File: config.mk
export PLATFORM = sky130hd
export DESIGN_NAME = spce_ctrl
export DESIGN_NICKNAME = d
export VERILOG_FILES = /design/src/design/spce_pkg.sv /design/src/design/spce_ctrl.sv
export SDC_FILE = /design/constraint.sdc
export NUM_CORES = 1
export LEC_CHECK = 0
export ABC_AREA = 1
export BUFFER_PORTS_ARGS = -buffer_cell sky130_fd_sc_hd__buf_2
export CAP_MARGIN = 20
export CELL_PAD_IN_SITES_DETAIL_PLACEMENT = 0
export CELL_PAD_IN_SITES_GLOBAL_PLACEMENT = 2
export CORE_ASPECT_RATIO = 1.75
export CORE_MARGIN = 3
export CORE_UTILIZATION = 23
export DETAILED_ROUTE_END_ITERATION = 16
export PLACE_DENSITY_LB_ADDON = 0.12
export RECOVER_POWER = 25
export SLEW_MARGIN = 10
export SYNTH_ARGS = -nofsm -noshare
export SYNTH_HDL_FRONTEND = slang
export SYNTH_SLANG_ARGS = --single-unit
File: constraint.sdc
create_clock -name clk_i -period 1.98 [get_ports clk_i]
set_clock_uncertainty 0.15 [all_clocks]
set_input_delay 0.297 -clock clk_i [delete_from_list [all_inputs] [get_ports clk_i]]
set_output_delay 0.297 -clock clk_i [all_outputs]
set_load 0.005 [all_outputs]
File: src/design/spce_pkg.sv
// Package for the successor path cost evaluator.
// Field widths, command codes, result selects and the control/status structs
// shared by the controller, the datapath and the channel interfaces.
package spce_pkg;

  localparam int CMD_W  = 3;
  localparam int VTX_W  = 6;
  localparam int COST_W = 16;
  localparam int TIME_W = 17;
  localparam int TOT_W  = 23;
  localparam int ACC_W  = 22;
  localparam int VCFG_W = 7;

  localparam logic [VCFG_W-1:0] VCOUNT_RESET = 7'd64;
  localparam logic [ACC_W-1:0]  ACC_MAX      = '1;

  typedef enum logic [CMD_W-1:0] {
    CMD_CLEAR  = 3'd0,
    CMD_WRITE  = 3'd1,
    CMD_SELECT = 3'd2,
    CMD_QUERY  = 3'd3,
    CMD_EVAL   = 3'd4
  } cmd_e;

  typedef enum logic [2:0] {
    RES_ZERO,
    RES_SELECT,
    RES_QUERY,
    RES_PATH_OK,
    RES_PATH_BAD
  } res_sel_e;

  // controller -> datapath
  typedef struct packed {
    logic     load;          // latch the input item
    logic     clr_succ;      // drop every successor
    logic     edge_we;       // write edge at (origin, dest)
    logic     edge_re_fld;   // read edge at (origin, dest)
    logic     succ_re_fld;   // read successor of origin
    logic     succ_we;       // origin -> dest
    logic     walk_init;
    logic     succ_re_walk;  // read successor of current position
    logic     edge_re_walk;  // read edge (position, successor just read)
    logic     walk_step;     // accumulate edge, advance, read next successor
    logic     res_load;
    res_sel_e res_sel;
  } ctrl_t;

  // datapath -> controller
  typedef struct packed {
    cmd_e cmd;
    logic in_range;
    logic edge_absent;
    logic succ_dead;
    logic at_target;
    logic steps_last;
  } status_t;

endpackage

File: src/design/spce_ctrl.sv
// Controller of the successor path cost evaluator: sequences each command and
// the path walk, owns the channel handshakes. Depends on spce_pkg.
module spce_ctrl import spce_pkg::*; (
  input  logic    clk_i,
  input  logic    rst_ni,
  input  logic    in_valid_i,
  output logic    in_ready_o,
  output logic    out_valid_o,
  input  logic    out_ready_i,
  input  status_t status_i,
  output ctrl_t   ctrl_o
);

  typedef enum logic [2:0] {
    S_IDLE,
    S_DECODE,
    S_SEL_RD,
    S_QRY_RD,
    S_WALK_SUCC,
    S_WALK_NEXT,
    S_WALK_EDGE,
    S_FINISH
  } state_e;

  state_e   state_q, state_d;
  res_sel_e res_sel_q, res_sel_d;
  logic     out_valid_q, out_valid_d;
  logic     slot_free;

  assign slot_free = !out_valid_q || out_ready_i;

  always_comb begin
    state_d     = state_q;
    res_sel_d   = res_sel_q;
    out_valid_d = out_valid_q && !out_ready_i;
    ctrl_o      = '0;
    ctrl_o.res_sel = res_sel_q;

    case (state_q)
      S_IDLE: begin
        if (in_valid_i) begin
          ctrl_o.load = 1'b1;
          state_d     = S_DECODE;
        end
      end
      S_DECODE: begin
        case (status_i.cmd)
          CMD_CLEAR: begin
            ctrl_o.clr_succ = 1'b1;
            res_sel_d       = RES_ZERO;
            state_d         = S_FINISH;
          end
          CMD_WRITE: begin
            ctrl_o.edge_we = status_i.in_range;
            res_sel_d      = RES_ZERO;
            state_d        = S_FINISH;
          end
          CMD_SELECT: begin
            ctrl_o.edge_re_fld = 1'b1;
            state_d            = S_SEL_RD;
          end
          CMD_QUERY: begin
            ctrl_o.succ_re_fld = 1'b1;
            state_d            = S_QRY_RD;
          end
          CMD_EVAL: begin
            ctrl_o.walk_init = 1'b1;
            state_d          = S_WALK_SUCC;
          end
          default: begin
            res_sel_d = RES_ZERO;
            state_d   = S_FINISH;
          end
        endcase
      end
      S_SEL_RD: begin
        ctrl_o.succ_we = status_i.in_range && !status_i.edge_absent;
        res_sel_d      = RES_SELECT;
        state_d        = S_FINISH;
      end
      S_QRY_RD: begin
        res_sel_d = RES_QUERY;
        state_d   = S_FINISH;
      end
      S_WALK_SUCC: begin
        ctrl_o.succ_re_walk = 1'b1;
        state_d             = S_WALK_NEXT;
      end
      S_WALK_NEXT: begin
        if (status_i.succ_dead) begin
          res_sel_d = RES_PATH_BAD;
          state_d   = S_FINISH;
        end else begin
          ctrl_o.edge_re_walk = 1'b1;
          state_d             = S_WALK_EDGE;
        end
      end
      S_WALK_EDGE: begin
        if (status_i.edge_absent) begin
          res_sel_d = RES_PATH_BAD;
          state_d   = S_FINISH;
        end else begin
          ctrl_o.walk_step = 1'b1;
          if (status_i.at_target) begin
            res_sel_d = RES_PATH_OK;
            state_d   = S_FINISH;
          end else if (status_i.steps_last) begin
            res_sel_d = RES_PATH_BAD;
            state_d   = S_FINISH;
          end else begin
            state_d = S_WALK_NEXT;  // next successor read issued by the step
          end
        end
      end
      S_FINISH: begin
        if (slot_free) begin
          ctrl_o.res_load = 1'b1;
          out_valid_d     = 1'b1;
          state_d         = S_IDLE;
        end
      end
      default: begin
        state_d = S_IDLE;
      end
    endcase
  end

  always_ff @(posedge clk_i or negedge rst_ni) begin
    if (!rst_ni) begin
      state_q     <= S_IDLE;
      res_sel_q   <= RES_ZERO;
      out_valid_q <= 1'b0;
    end else begin
      state_q     <= state_d;
      res_sel_q   <= res_sel_d;
      out_valid_q <= out_valid_d;
    end
  end

  assign in_ready_o  = (state_q == S_IDLE);
  assign out_valid_o = out_valid_q;

endmodule

==> metrics.md <==
| Metric | Value |
|---|---|
| H-tree depth | 1 |
| Clock buffer depth | 2 |
| Count leader, synth | nand2_1 |
| Leak Pwr | ~0.00048 uW |
| #FFs+latches synth | 7 |
| Highest metal used | met4 |
| Met3 wire len | approximately 100 um |
| Fill cells | 263 |
| Worst-Skew Late Latency | approximately 0.23 ns |
| Tightest Pin Transition | 0.375 ns |
| Worst Path Arrival | between 1 and 1.5 ns |
| HP Class | in -> reg |
| GPL Wtd Cong | 0.768 |
| CORE AREA | roughly 0.0023 mm2 |
| Starting density of the core | about a quarter |
| Die width | roughly 44 um |
| Final Hold Vio Count | 0 |
| Num ports | 28 |
| Final Cycle Share | between 90 and 100% |
| Top-area cell type share of the netlist area | a little under a third |
| Largest net degree at the start of global routing | 12 |
| YS warnings | 0 |
| Max transition margin | around 75% |
| Total Wirelength | ~1700 um |
| I/O Buffers | 27 |
| Hold_sp | out_ready_i |
| Remaining DRCs | 0 |
| Most common library cells after synthesis | nand2_1 (22), nor2_1 (19), inv_1 (13) |
| DRT met1 WL | ~610 um |
| VDD IR-drop max | 0.000723 V |
| RR Startpoint | state_q[2] |
| Status | completed |
| Met2 wire length | around 1000 um |
| Clk slew on worst S/H paths | 0.04 ns |
| Total gr overflow | 0 |
| Minimum clock period | about 1.8 ns |
| Final slew viol count | 0 |
| FP Rows | 23 |
| Antenna viol nets, final | 0 |
| Area grow syn2layout | 39.2% |
| Post-Synthesis Cells | 93 |
| Main synth FF type | dfrtp_1 |
| Finish-stage setup viols | 0 |
| First-pass GRT wire length | roughly 2800 um |
| Initial antenna violation count | 0 |
| Critical Path End Type | output pin |
| Max-cap violations | 0 |
| Largest cells by area after synthesis | dfrtp_1 (31%), nand2_1 (14%), nor2_1 (12%) |
| Distinct cells, synth | 18 |
| Leading area contributor after synthesis | dfrtp_1 |
| ANT cells | 0 |
| Post-synth EDFFs | 0 |
| DP HPWL | around 1500 um |
| Power density cells | ~1400 mW/mm2 |
| Die H | approximately 72 um |
| Vias in the first global route | a little under 700 |
| Highest clock rate | 558 MHz |
| Die area | roughly 0.0032 mm2 |
| WL/cell | ~11 um |
| Initial DRC Count | 12 |
| Gr usage total | 12.0% |
| RSZ-0062 raised after global routing | no |
| Asr flop ratio synth | between 90% and 100% |
| Clock root buffer master | clkbuf_8 |
| Area of the mapped netlist | 574 um2 |
| CTS tree | done |
| Fin Hold WS | 0.110 ns |
| Vias after detailed routing | 700 |
| Crit start category | register |
| Fin nets | ~140 |
| Seq/Total Area, Yosys | between 30% and 40% |
| Kind of critical path | reg -> out |
| Crit path from | state_q[0] |
| First drt pass iteration count | 4 |
| Syn avg cell area | around 6.2 um2 |
| Share of layout cells above drive strength 1 | between 30% and 40% |
| Num CTS Buffers | 3 |
| Mapped Nets | between 100 and 150 |
| CTS sink count | 7 |
| Worst EP required | between 1.5 and 2 ns |
| Routed vias/inst | ~4.6 |
| Setup TNS Final | 0 ns |
| Crit-path max FO | 6 |
-- state kept, by name, indices dropped and copies added, names as in the netlist --
register,cells
res_sel_q,3
state_q,3
out_valid_o,1
-- through the flow --
| stage | utilization (%) | area (um2) | power, uW | setup WS [ns] | cells |
|---|---|---|---|---|---|
| final | 34.3 | 800 | 1110 | 0.189 | 151 |
| after global routing | 34.3 | 800 | 1230 | 0.0446 | 151 |
| after CTS | 34.0 | 792 | 1120 | 0.123 | 150 |
| after detailed placement | 31.6 | 737 | 910 | 0.374 | 145 |
| after global placement | 31.6 | 737 | 907 | 0.387 | 145 |
| after floorplan | - | 574 | 709 | 0.544 | 93 |
-- report_power, final --
| group | total, uW | switching (uW) | internal [uW] |
|---|---|---|---|
| registers | 275 | 62.9 | 212 |
| clock network | 198 | 59.0 | 139 |
| logic | 633 | 395 | 238 |
| total | 1110 | 517 | 589 |
-- critical path: stages (launching register included) --
cell     delay (ns)
dfrtp_2        0.40
inv_2          0.09
nor3_4         0.25
inv_2          0.09
nor4_1         0.15
buf_2          0.15
-- logic make-up after synthesis --
family	count (synthesis)	synth area share, %
AO/OA/AOI/OAI	8	7.62
buffers and inverters	17	12.4
flip-flops	7	30.5
AND/OR/NAND/NOR	61	49.5
-- what timing repair did --
| action | CTS | global route |
|---|---|---|
| hold endpoints to repair | 7 | 0 |
| setup endpoints to repair | 0 | 2 |
| hold buffers | 1 | 0 |
| setup buffers | 0 | 1 |
| gates resized for setup | 0 | 1 |
-- cells in the final DEF, fill, tap and decap left out, drive strengths merged --
cell         count
o21bai           1
nand2           24
dlygate4sd3      1
nor2            20
o21ai            3
buf             28
dfrtp            7
inv             16
a21oi            3
nand4            2
nor4             2
clkbuf           5
a31oi            1
nor3             5
nand3            8
-- layer usage --
metal / global-route usage, % / vias to the layer above
met4: 6.38 / 0
met5: 0 / -
li1: - / 358
met2: 21.6 / 24
met3: 3.23 / 2
met1: 11.8 / 316
-- final timing paths --
path | endpoint | slack [ns] | depth (start not counted)
setup / recovery | ctrl_o[11] | 0.19 | 5
hold / removal | out_valid_o | 0.11 | 2
setup reg to reg | res_sel_q[2] | 0.50 | 7
hold reg to reg | res_sel_q[0] | 0.32 | 2
max in group asynchronous | state_q[0] | 1.04 | 2
min in group asynchronous | out_valid_o | 0.35 | 2
-- final cells by class --
type / instances / area, um2 / area share [%]
sequential: 7 / 176 / 22.1
clock buffer: 4 / 45.0 / 5.63
tap: 25 / 31.3 / 3.91
multi-input combinational: 69 / 328 / 41.0
inverter: 16 / 60.1 / 7.51
timing repair buffer: 30 / 159 / 19.9
Power figures use the tool's default switching activity.
